## config.mk

```make
export PLATFORM = sky130hd
export DESIGN_NAME = pad_frame_keyboard_tracker
export DESIGN_NICKNAME = d
export VERILOG_FILES = /design/src/rtl/core/pft_pkg.sv /design/src/rtl/core/pft_capture.sv /design/src/rtl/core/pft_keymap.sv /design/src/rtl/core/pad_frame_keyboard_tracker.sv
export VERILOG_INCLUDE_DIRS = /design/src /design/src/rtl/core
export SDC_FILE = /design/constraint.sdc
export NUM_CORES = 1
export LEC_CHECK = 0
export CORE_MARGIN = 3
export CORE_UTILIZATION = 42
export CTS_CLUSTER_DIAMETER = 40
export DETAILED_ROUTE_END_ITERATION = 10
export DONT_BUFFER_PORTS = 1
export HOLD_SLACK_MARGIN = 0.02
export PLACE_DENSITY = 0.59
export RECOVER_POWER = 100
export SKIP_CTS_REPAIR_TIMING = 1
export SYNTH_ARGS = -nofsm -noshare
export SYNTH_HDL_FRONTEND = slang
export SYNTH_SLANG_ARGS = --single-unit
export TNS_END_PERCENT = 30
```

## constraint.sdc

```tcl
create_clock -name clk -period 10.7 [get_ports clk]
set_input_delay 1.07 -clock clk [delete_from_list [all_inputs] [get_ports clk]]
set_output_delay 1.07 -clock clk [all_outputs]
set_load 0.01 [all_outputs]
```

## src/rtl/core/pad_frame_keyboard_tracker_macros.svh

```systemverilog
// Assertion macros for the pad frame keyboard tracker.
// Depends on nothing; included by the top level only.
`ifndef PAD_FRAME_KEYBOARD_TRACKER_MACROS_SVH
`define PAD_FRAME_KEYBOARD_TRACKER_MACROS_SVH
`ifndef SYNTHESIS
`define PFT_ASSERT_IMP(label, clk, rst_n, ante, cons) \
    label: assert property (@(posedge clk) disable iff (!rst_n) (ante) |-> (cons)) \
        else $error("pft: implication check failed");
`define PFT_ASSERT_NEXT(label, clk, rst_n, ante, cons) \
    label: assert property (@(posedge clk) disable iff (!rst_n) (ante) |=> (cons)) \
        else $error("pft: next-cycle check failed");
`else
`define PFT_ASSERT_IMP(label, clk, rst_n, ante, cons)
`define PFT_ASSERT_NEXT(label, clk, rst_n, ante, cons)
`endif
`endif

```

## src/rtl/core/pft_pkg.sv

```systemverilog
// Package for the pad frame keyboard tracker: payload structs, event types, constants.
// Depends on nothing; used by every module of the block.
package pft_pkg;

    localparam int KEY_BYTES_DEF = 18;
    localparam int KEY_BYTES_MAX = 18;
    localparam int PAD_BITS      = KEY_BYTES_MAX * 8;
    localparam int FRAME_W       = 56;
    localparam int SEG_W         = 48;

    localparam logic [3:0] IDLE_COUNT     = 4'd15;
    localparam logic [3:0] HEADER_NIBBLES = 4'd6;
    localparam logic [3:0] LAST_POS       = 4'd14;
    localparam logic [3:0] LEN_PAD3D      = 4'd14;
    localparam logic [3:0] LEN_KEYBOARD   = 4'd10;
    localparam logic [3:0] LEN_MOUSE      = 4'd8;
    localparam logic [31:0] NONE_FILL     = 32'h8080_0000;
    localparam logic [7:0] HIGH_BIT       = 8'h80;
    localparam logic [7:0] LOST_BIT_LIMIT = 8'd16;

    typedef struct packed {
        logic       frame_start;
        logic [3:0] nibble;
    } pft_in_t;

    typedef struct packed {
        logic               is_keyboard;
        logic [FRAME_W-1:0] frame_bits;
        logic               key_make;
        logic               key_break;
        logic [7:0]         key_code;
        logic [SEG_W-1:0]   bitmap_segment;
        logic [1:0]         segment_index;
        logic               last;
    } pft_out_t;

    typedef struct packed {
        logic               complete;
        logic               is_kb;
        logic [FRAME_W-1:0] frame;
    } pft_evt_t;

    typedef struct packed {
        logic       mk;
        logic       bk;
        logic [7:0] code;
    } pft_key_t;

endpackage

```

## src/rtl/core/pft_capture.sv

```systemverilog
// Frame capture: nibble store, position counter, header decode, completion detect.
// Depends on pft_pkg.
module pft_capture
    import pft_pkg::*;
(
    input  logic     clk,
    input  logic     rst_n,
    input  logic     accept,
    input  pft_in_t  din,
    output logic     may_complete,
    output pft_evt_t evt
);

    logic [FRAME_W-1:0] frame_reg, frame_next;
    logic [3:0]         count_reg, count_next;
    logic [3:0]         len_reg, len_next;
    logic               hdr_reg, hdr_next;

    logic [3:0]         count_eff, len_eff, cnt1;
    logic               hdr_eff;
    logic [FRAME_W-1:0] frame_w;
    logic [3:0]         n0;
    logic [3:0]         count_p1;

    assign count_p1 = 4'(count_reg + 4'd1);

    always_comb
    begin
        may_complete = (count_reg < LAST_POS) &&
                       (((count_reg == 4'd5) && !frame_reg[52]) ||
                        ((count_p1 > HEADER_NIBBLES) && (count_p1 >= len_reg)));
    end

    always_comb
    begin
        count_eff  = din.frame_start ? 4'd0 : count_reg;
        len_eff    = din.frame_start ? HEADER_NIBBLES : len_reg;
        hdr_eff    = din.frame_start ? 1'b0 : hdr_reg;
        frame_w    = frame_reg;
        for (int i = 0; i < 14; i++)
        begin
            if (count_eff == 4'(i))
                frame_w[52 - 4 * i +: 4] = din.nibble;
        end
        cnt1       = 4'(count_eff + 4'd1);
        n0         = frame_w[55:52];
        frame_next = frame_reg;
        count_next = count_eff;
        len_next   = len_eff;
        hdr_next   = hdr_eff;
        evt        = '0;
        evt.frame  = frame_w;
        if (count_eff < LAST_POS)
        begin
            frame_next = frame_w;
            count_next = cnt1;
            if (cnt1 == HEADER_NIBBLES)
            begin
                hdr_next = 1'b0;
                priority if (!n0[0])
                begin
                    frame_next[31:0] = NONE_FILL;
                    evt.frame[31:0]  = NONE_FILL;
                    count_next       = IDLE_COUNT;
                    evt.complete     = 1'b1;
                end
                else if (!n0[1])
                    len_next = LEN_PAD3D;
                else if (!frame_w[51])
                begin
                    hdr_next = 1'b1;
                    len_next = LEN_KEYBOARD;
                end
                else
                    len_next = LEN_MOUSE;
            end
            else if ((cnt1 > HEADER_NIBBLES) && (cnt1 >= len_eff))
            begin
                count_next   = IDLE_COUNT;
                evt.complete = 1'b1;
                evt.is_kb    = hdr_eff && (frame_w[34:32] == 3'd0);
            end
        end
        evt.complete = evt.complete && accept;
    end

    always_ff @(posedge clk or negedge rst_n)
    begin
        if (!rst_n)
        begin
            frame_reg <= '0;
            count_reg <= IDLE_COUNT;
            len_reg   <= HEADER_NIBBLES;
            hdr_reg   <= 1'b0;
        end
        else if (accept)
        begin
            frame_reg <= frame_next;
            count_reg <= count_next;
            len_reg   <= len_next;
            hdr_reg   <= hdr_next;
        end
    end

endmodule

```

## src/rtl/core/pft_keymap.sv

```systemverilog
// Key bitmap: keycode decode with lost bit seven repair, bitmap update, segment read.
// Depends on pft_pkg.
module pft_keymap
    import pft_pkg::*;
#(
    parameter int KEY_BYTES = KEY_BYTES_DEF
)
(
    input  logic               clk,
    input  logic               rst_n,
    input  logic               upd,
    input  logic [FRAME_W-1:0] frame,
    input  logic [1:0]         seg_sel,
    output pft_key_t           key,
    output logic [SEG_W-1:0]   segment
);

    localparam int KEY_BITS = KEY_BYTES * 8;

    logic [KEY_BITS-1:0] bitmap_reg, bitmap_next;
    logic [PAD_BITS-1:0] padded;
    logic [7:0]          raw_code, hi_code;
    logic                down_lo, down_hi, clr_hi;

    always_comb
    begin
        raw_code = frame[23:16];
        hi_code  = raw_code | HIGH_BIT;
        key.mk   = frame[27];
        key.bk   = frame[24];
        down_lo  = 1'b0;
        down_hi  = 1'b0;
        for (int i = 0; i < KEY_BITS; i++)
        begin
            if (raw_code == 8'(i))
                down_lo = bitmap_reg[i];
            if (hi_code == 8'(i))
                down_hi = bitmap_reg[i];
        end
        key.code = raw_code;
        clr_hi   = 1'b0;
        if (key.bk && (raw_code < LOST_BIT_LIMIT))
        begin
            priority if (!down_lo)
                key.code = hi_code;
            else if (down_hi)
                clr_hi = 1'b1;
            else
                clr_hi = 1'b0;
        end
        bitmap_next = bitmap_reg;
        for (int i = 0; i < KEY_BITS; i++)
        begin
            if (clr_hi && (hi_code == 8'(i)))
                bitmap_next[i] = 1'b0;
            if (key.mk && (key.code == 8'(i)))
                bitmap_next[i] = 1'b1;
            if (key.bk && (key.code == 8'(i)))
                bitmap_next[i] = 1'b0;
        end
    end

    always_ff @(posedge clk or negedge rst_n)
    begin
        if (!rst_n)
            bitmap_reg <= '0;
        else if (upd)
            bitmap_reg <= bitmap_next;
    end

    assign padded = PAD_BITS'(bitmap_reg);

    always_comb
    begin
        unique case (seg_sel)
            2'd0:    segment = padded[SEG_W-1:0];
            2'd1:    segment = padded[2*SEG_W-1:SEG_W];
            2'd2:    segment = padded[3*SEG_W-1:2*SEG_W];
            default: segment = '0;
        endcase
    end

endmodule

```

## src/rtl/core/pad_frame_keyboard_tracker.sv

```systemverilog
// Pad frame keyboard tracker: top level with the result register and segment sequencer.
// Depends on pft_pkg, pft_capture, pft_keymap and pad_frame_keyboard_tracker_macros.svh.
//
// Input channel nib_valid/nib_ready/nib_data carries one handshake nibble per transaction,
// with frame_start marking the first nibble of a frame. Output channel
// res_valid/res_ready/res_data carries the decoded results.
// A frame that completes gives its first result in the cycle after the completing nibble is taken.
// Pad, mouse and header-only frames give one result; keyboard frames give
// (KEY_BYTES+5)/6 results, at most 3, one bitmap segment each, with last on the final one.
// One nibble is taken per cycle unless a completing nibble is held back. The result
// register holds one frame's results; a completing nibble waits only while earlier
// results are still pending. A stalled receiver holds res_data; nibbles short of a
// completing position keep being taken meanwhile. Reset clears the frame store, the key
// bitmap and all pending results, and leaves capture idle until a nibble with
// frame_start arrives.
`include "pad_frame_keyboard_tracker_macros.svh"
module pad_frame_keyboard_tracker
    import pft_pkg::*;
#(
    parameter int KEY_BYTES = KEY_BYTES_DEF
)
(
    input  logic     clk,
    input  logic     rst_n,
    input  logic     nib_valid,
    output logic     nib_ready,
    input  pft_in_t  nib_data,
    output logic     res_valid,
    input  logic     res_ready,
    output pft_out_t res_data
);

    localparam int NSEG_RAW = (KEY_BYTES + 5) / 6;
    localparam int NSEG     = (NSEG_RAW > 3) ? 3 : NSEG_RAW;
    localparam logic [1:0] SEG_LAST = 2'(NSEG - 1);

    pft_evt_t           evt;
    pft_key_t           key;
    logic [SEG_W-1:0]   segment;
    logic               may_complete, accept, load, out_last, job_free;
    logic               seg_step;
    logic [1:0]         seg_inc;

    logic               job_valid_reg, job_valid_next;
    logic [1:0]         job_seg_reg, job_seg_next;
    logic               job_kb_reg;
    logic [FRAME_W-1:0] job_frame_reg;
    pft_key_t           job_key_reg;

    assign accept = nib_valid && nib_ready;
    assign load   = accept && evt.complete;

    pft_capture u_capture
    (
        .clk          (clk),
        .rst_n        (rst_n),
        .accept       (accept),
        .din          (nib_data),
        .may_complete (may_complete),
        .evt          (evt)
    );

    pft_keymap #(
        .KEY_BYTES (KEY_BYTES)
    ) u_keymap
    (
        .clk     (clk),
        .rst_n   (rst_n),
        .upd     (load && evt.is_kb),
        .frame   (evt.frame),
        .seg_sel (job_seg_reg),
        .key     (key),
        .segment (segment)
    );

    assign out_last  = !job_kb_reg || (job_seg_reg == SEG_LAST);
    assign job_free  = !job_valid_reg || (res_ready && out_last);
    assign nib_ready = !may_complete || job_free;
    assign seg_inc   = 2'(job_seg_reg + 2'd1);
    assign seg_step  = job_valid_reg && res_ready && !out_last && !load;

    always_comb
    begin
        job_valid_next = job_valid_reg;
        job_seg_next   = job_seg_reg;
        priority if (load)
        begin
            job_valid_next = 1'b1;
            job_seg_next   = 2'd0;
        end
        else if (job_valid_reg && res_ready)
        begin
            if (out_last)
                job_valid_next = 1'b0;
            else
                job_seg_next = seg_inc;
        end
        else
            job_valid_next = job_valid_reg;
    end

    always_ff @(posedge clk or negedge rst_n)
    begin
        if (!rst_n)
        begin
            job_valid_reg <= 1'b0;
            job_seg_reg   <= 2'd0;
            job_kb_reg    <= 1'b0;
        end
        else
        begin
            job_valid_reg <= job_valid_next;
            job_seg_reg   <= job_seg_next;
            if (load)
                job_kb_reg <= evt.is_kb;
        end
    end

    always_ff @(posedge clk)
    begin
        if (load)
        begin
            job_frame_reg <= evt.frame;
            job_key_reg   <= key;
        end
    end

    always_comb
    begin
        res_valid               = job_valid_reg;
        res_data.is_keyboard    = job_kb_reg;
        res_data.frame_bits     = job_frame_reg;
        res_data.key_make       = job_kb_reg && job_key_reg.mk;
        res_data.key_break      = job_kb_reg && job_key_reg.bk;
        res_data.key_code       = job_kb_reg ? job_key_reg.code : 8'd0;
        res_data.bitmap_segment = job_kb_reg ? segment : '0;
        res_data.segment_index  = job_kb_reg ? job_seg_reg : 2'd0;
        res_data.last           = out_last;
    end

    `PFT_ASSERT_IMP(a_no_overwrite, clk, rst_n, load, (!job_valid_reg || (res_ready && out_last)))
    `PFT_ASSERT_IMP(a_single_last, clk, rst_n, (job_valid_reg && !job_kb_reg), out_last)
    `PFT_ASSERT_IMP(a_seg_range, clk, rst_n, (job_valid_reg && job_kb_reg), (job_seg_reg <= SEG_LAST))
    `PFT_ASSERT_NEXT(a_seg_advance, clk, rst_n, seg_step, job_valid_reg && job_seg_reg == $past(seg_inc))

endmodule

```

=== After elaboration in Yosys (flattened, before gate mapping) ===
Cells that the tools add are included.

* Register bits after elaboration: 279
* Latch bits: 0
* RAM bits: 0
* Bits in read-only memories: 0
* Input bits: 9
* Output and inout port bits: 120
* Word-level logic and storage cells: 1631
* Memories kept: 0

* $add $sub $neg: 3
* $mul: 0
* Divide/modulo/power cells: 0
* Magnitude comparators: 7
* Equal/unequal tests: 319
* Shift-type cells: 0
* Muxes and demuxes: 520
* Bitwise operators: 0
* Reduce and logical (&&, ||, !) cells: 627

{| class="wikitable"
|+ Operators by type and width
! operator !! number
|-
| $eq 8x7->1 const B || 128
|-
| $eq 8x6->1 const B || 64
|-
| $mux 1 || 481
|-
| $logic_and 1x1->1 || 319
|-
| $reduce_and 2->1 || 147
|-
| $reduce_bool 2->1 || 129
|-
| $eq 8x5->1 const B || 32
|-
| $eq 8x8->1 const B || 32
|-
| $pmux 48 s3 || 1
|-
| $eq 8x4->1 const B || 16
|-
| $mux 32 || 3
|-
| $mux 4 || 24
|-
| $eq 8x3->1 const B || 8
|-
| $eq 7x4->1 const B || 8
|-
| $reduce_bool 3->1 || 17
|-
| $mux 48 || 1
|-
| $eq 8x2->1 const B || 4
|-
| $eq 7x3->1 const B || 4
|-
| $eq 4x3->1 const B || 6
|-
| $eq 4x4->1 const B || 6
|-
| $logic_not 8->1 || 3
|-
| $mux 8 || 3
|-
| $eq 8x1->1 const B || 2
|-
| $eq 7x2->1 const B || 2
|-
| 19 further kinds || 36
|}

=== Longest topological paths before layout ===
* Word-level depth: 157
* Gate-level depth with buffers: 22
* Gate-level depth less buffers: 16

=== Hierarchy ===
Synthesis repeated with hierarchy kept, for this count alone.

* Cell total of the unflattened synthesis: 1644
* Area, all modules: 15911.5 um^2

{| class="wikitable"
|+ Modules (own cells, without submodules)
! module !! instances !! cells an instance !! area an instance (um^2) !! seq. area each (um^2)
|-
| pft_keymap || 1 || 1097 || 9392.8 || 3603.5
|-
| pft_capture || 1 || 386 || 3863.7 || 1634.1
|-
| pad_frame_keyboard_tracker || 1 || 161 || 2655.0 || 2082.0
|}

=== Worst setup path after synthesis ===
Ideal clock, no wire load.

* Kind: input -> register
* From: input port nib_data[4] (netlist name)
* To: register job_frame_reg[0], enable pin
* Library setup time: 0.413 ns
* Arrival: 4.638 ns
* Data required time: 10.287 ns
* Slack: 5.650 ns
* Cell stages on the path: 14
* Buffers on the path: 5
* Cells stage by stage: buf_2 -> clkbuf_1 -> nor2b_1 -> inv_1 -> ha_1 -> or3b_1 -> a32oi_2 -> and4_1 -> buf_6 -> buf_6 -> clkbuf_1 -> or2_2 -> nand2_1 -> inv_1

* Longest elaborated chain between the ends: 9
* Elaborated cells on any way between the ends: 16
* Those cells by class: add/sub: 1; order compare: 3; eq/ne: 1; mux: 7; reduce/logical: 4

{| class="wikitable"
|+ RTL lines
! item !! line !! source
|-
| start: declaration || pad_frame_keyboard_tracker.sv:27 || <nowiki>input pft_in_t nib_data,</nowiki>
|-
| $mux 4 || pft_capture.sv:36 || <nowiki>count_eff = din.frame_start ? 4'd0 : count_reg;</nowiki>
|-
| $add 4x1->4 || pft_capture.sv:45 || <nowiki>cnt1 = 4'(count_eff + 4'd1);</nowiki>
|-
| $gt 4x3->1 / $ge 4x4->1 (equally long branches) || pft_capture.sv:77 || <nowiki>else if ((cnt1 > HEADER_NIBBLES) && (cnt1 >= len_eff))</nowiki>
|-
| $logic_and 1x1->1 || pft_capture.sv:77 ||
|-
| $mux 2 || pft_capture.sv:77 ||
|-
| $mux 1 || pft_capture.sv:57 || <nowiki>if (cnt1 == HEADER_NIBBLES)</nowiki>
|-
| $mux 2 * || pft_capture.sv:53 || <nowiki>if (count_eff < LAST_POS)</nowiki>
|-
| $logic_and 1x1->1 * || pft_capture.sv:84 || <nowiki>evt.complete = evt.complete && accept;</nowiki>
|-
| $logic_and 1x1->1 * || pad_frame_keyboard_tracker.sv:51 || <nowiki>assign load = accept && evt.complete;</nowiki>
|-
| end signal: assignment || pad_frame_keyboard_tracker.sv:123 || <nowiki>job_frame_reg <= evt.frame;</nowiki>
|-
| end: declaration || pad_frame_keyboard_tracker.sv:47 || <nowiki>logic [FRAME_W-1:0] job_frame_reg;</nowiki>
|}

Mark *: on every way between the ends. The rest lies on a longest branch, timed or not.
A chain may end at the register's enable or synchronous reset.

=== Final worst setup path ===
* From: register u_capture.count_reg[0]
* To: register u_keymap.bitmap_reg[8]

* Longest elaborated chain between the ends: 157
* Elaborated cells on any way between the ends: 340
* Those cells by class: add/sub: 2; order compare: 7; eq/ne: 150; mux: 161; reduce/logical: 20

{| class="wikitable"
|+ RTL lines
! item !! line !! source
|-
| start: declaration || pft_capture.sv:15 || <nowiki>logic [3:0] count_reg, count_next;</nowiki>
|-
| start signal: assignment || pft_capture.sv:99 || <nowiki>count_reg <= count_next;</nowiki>
|-
| branches (longest 157 deep; another with $add 4x1->4) || -- ||
|-
| end signal: assignment || pft_keymap.sv:68 || <nowiki>bitmap_reg <= bitmap_next;</nowiki>
|-
| end: declaration || pft_keymap.sv:20 || <nowiki>logic [KEY_BITS-1:0] bitmap_reg, bitmap_next;</nowiki>
|}

Several ways; the timed one is not identified.

==> results.cfg <==
[outcome]
outcome = finished, violations left
failed_checks = max-capacitance violations, max-slew violations

[timing]
achievable_clock_frequency_mhz = 138.9
drv_slew = 231
whs_ps = 217.2
rsz0062_at_grt = no
tightestPinTransition_ps = 2789
report.final.setup_viol = 0
finalClockSkew_ps = 9.122
final.period_utilization_pct = 67.28
total_neg_setup_slack_ps = 0
hold_violations = 0
min_period_ps = 7199
max_slew_margin_pct = -88.45

[clock_network]
cts_tree = yes
clkLatencyLatePin_ps = 550
numCtsBuffers = 39
clkSlewWorstSetupHoldPaths_ps = 60
cts_root_buf = sky130_fd_sc_hd__clkbuf_16
ctsLongestPathBuffers = 3
cts-htree-levels = 2
cts_num_sinks = 270

[yosys]
fraction_of_registers_with_async_set_reset_pct = 78.89
yosys-top-cells-count = sky130_fd_sc_hd__a21oi_1 (300), sky130_fd_sc_hd__nor2_1 (210), sky130_fd_sc_hd__dfrtp_1 (207)
synthesis.instances = 1659
synth_enable_flop_cells = 57
mappedNetlistNets = 1685
synth_register_bits = 270
synth.avg_cell_area_um2 = 9.056
synth.yosys.warnings = 0
synth.top_cell.area_share_pct = 34.48
yosysSeqAreaShare_pct = 46.92
synthesis.area_um2 = 15020
synth.top_cells.by_area = sky130_fd_sc_hd__dfrtp_1 (34%), sky130_fd_sc_hd__edfxtp_1 (11%), sky130_fd_sc_hd__a21oi_1 (10%)
synth.most_common_cell = sky130_fd_sc_hd__a21oi_1
synthDistinctLibCells = 89
synth_largest_area_cell = sky130_fd_sc_hd__dfrtp_1
synthFlopType = sky130_fd_sc_hd__dfrtp_1

[min_path]
hp-class = input pin to async pin

[pwr]
leakage_nw = 6.803
powerDensity_nw_per_um2 = 258.2
vdd_drop_max_uv = 150.3

[setup_path]
max_stage_delay_ps = 1340
worst-path-buf-inv = 2
critPathTopFamily = simple AND/OR/NAND/NOR gates
reg2reg_slack_ps = 3500
timing.critical_path.to_type = flop
critical_path_depth = 15
critical_path.most_common_cell = sky130_fd_sc_hd__o211a_1
crit_path_max_fanout = 31
crit_arrival_ps = 7610
required_ps = 11110
setup.worst_path.class = flop to flop
worstRegToRegCells = 15
worstPathCellList = nor2b_1, inv_1, ha_1, a32oi_1, nand4_1, nor2_1, clkbuf_1, o22ai_1, o211a_1, nor4_1, o211a_1, a211o_2, nand3_1, o21ai_0, a21oi_2
critical_path.startpoint_type = flop
cpMaxStageDelayCell = sky130_fd_sc_hd__clkbuf_1

[placed_design]
detailed_place_hpwl_mm = 39.11
routabilityCongestion = 0.9909
dp.cells = 2021
place.port_buffers = 0
placement.cell_area_um2 = 15330

[grt]
antenna_found_initial = 0
first_global_vias = 13221
grt_start_max_net_pins = 214
gr-usage-all-layers_pct = 29.34
grt_overflow_total = 0
grt_pass1_wl_mm = 86.21

[routing]
antenna_viol_nets_final = 0
firstDrtPassIters = 11
drc_errors = 0
avgViaCountPerCell = 6.503
detailroute.via_count = 13585
avgRoutedWirePerCell_um = 27.46
route.final.wire_length_mm = 57.36
drt_iter0_markers = 1720

[floorplanning]
fp.coreArea_um2 = 34880
die_w_um = 195.1
initial_core_utilization_pct = 43.07
floorplan.die.height_um = 195.1
die_area_um2 = 38080
std_cell_rows = 68
ioPinCount = 129

[finish]
finish.cell_count_without_fillers = 2089
area_delta_synth_final_pct = 10.42
layout.nets = 1633
final_area_um2 = 16590
antennaDiodeCount = 0
drive_above_1_share_pct = 9.364
number_of_flip_flops_under_the_largest_register_name = 144

[flow_run]
cap_viol_max_count = 7
==> placed cells by master (no fill, tap or decap), drive strengths merged, types with 6 or more instances in the layout <==
cell    count
o21ai     106
a21o        7
nor2b       8
nor3       15
dfrtp     207
o221ai      7
a21boi      6
o22ai      11
o32ai       6
a31oi      15
clkbuf     62
mux2i      58
o31ai       7
buf        33
clkinv      8
nand2     152
ha         17
a21oi     311
bufinv      6
nand2b     10
inv        51
edfxtp     57
a22o        6
a22oi      13
nand3      26
and3        8
o211ai      9
a211oi     14
nor4        6
dfstp       6
nor2      212
a222oi     52
mux2       30
and2       18
==> metal layers <==
metal	vias to the layer above	GRT usage [%]	wire, um
li1	5954	-	-
met1	6710	39.10	23410
met4	0	11.75	2356
met5	-	0	0
met2	766	47.22	26950
met3	155	5.814	4647
==> stage by stage <==
stage	worst slack (ps)	power [mW]	util [%]
after floorplan	5650	2.408	-
after global placement	4592	2.925	43.93
after detailed placement	4489	2.931	43.93
after CTS	4968	4.287	47.83
after global routing	3041	4.467	47.56
final	3501	4.283	47.56
==> final timing paths <==
kind | from | to
worst max register to register | u_capture.count_reg[0]$_DFFE_PN1P_ | u_keymap.bitmap_reg[8]$_DFFE_PN0P_
worst min-delay path | rst_n | u_capture.frame_reg[46]$_DFFE_PN0P_
worst min register to register | u_capture.frame_reg[32]$_DFFE_PN0P_ | u_capture.frame_reg[32]$_DFFE_PN0P_
min in group clk | u_capture.frame_reg[32]$_DFFE_PN0P_ | u_capture.frame_reg[32]$_DFFE_PN0P_
max in group asynchronous | rst_n | u_capture.frame_reg[18]$_DFFE_PN0P_
worst max-delay path | u_capture.count_reg[0]$_DFFE_PN1P_ | u_keymap.bitmap_reg[8]$_DFFE_PN0P_
==> kinds of logic after synthesis <==
kind of cell               synth area share (%)
adders and majority gates                 1.416
buffers and inverters                     5.605
AOI/OAI and AO/OA                         25.38
DFF                                       46.92
muxes                                     6.188
xor gates and xnor gates                 0.3997
and+or+nand+nor                           14.10
==> report_power, final <==
group / total (mW) / internal (mW) / switching (mW)
combinational: 1.53 / 0.461 / 1.07
sequential: 1.41 / 1.26 / 0.153
clock: 1.34 / 0.871 / 0.474
total: 4.28 / 2.59 / 1.69
==> area by class of cell <==
cell class                      count  area [um^2]
Clock buffer                       51         1104
Clock inverter                     17        254.0
Fill cell                        3351        18290
Inverter                           50        187.7
Multi-Input combinational cell   1202         7137
Sequential cell                   270         7049
Tap cell                          455        569.3
Timing Repair Buffer               44        289.0
(Power assumes the default switching activity.)
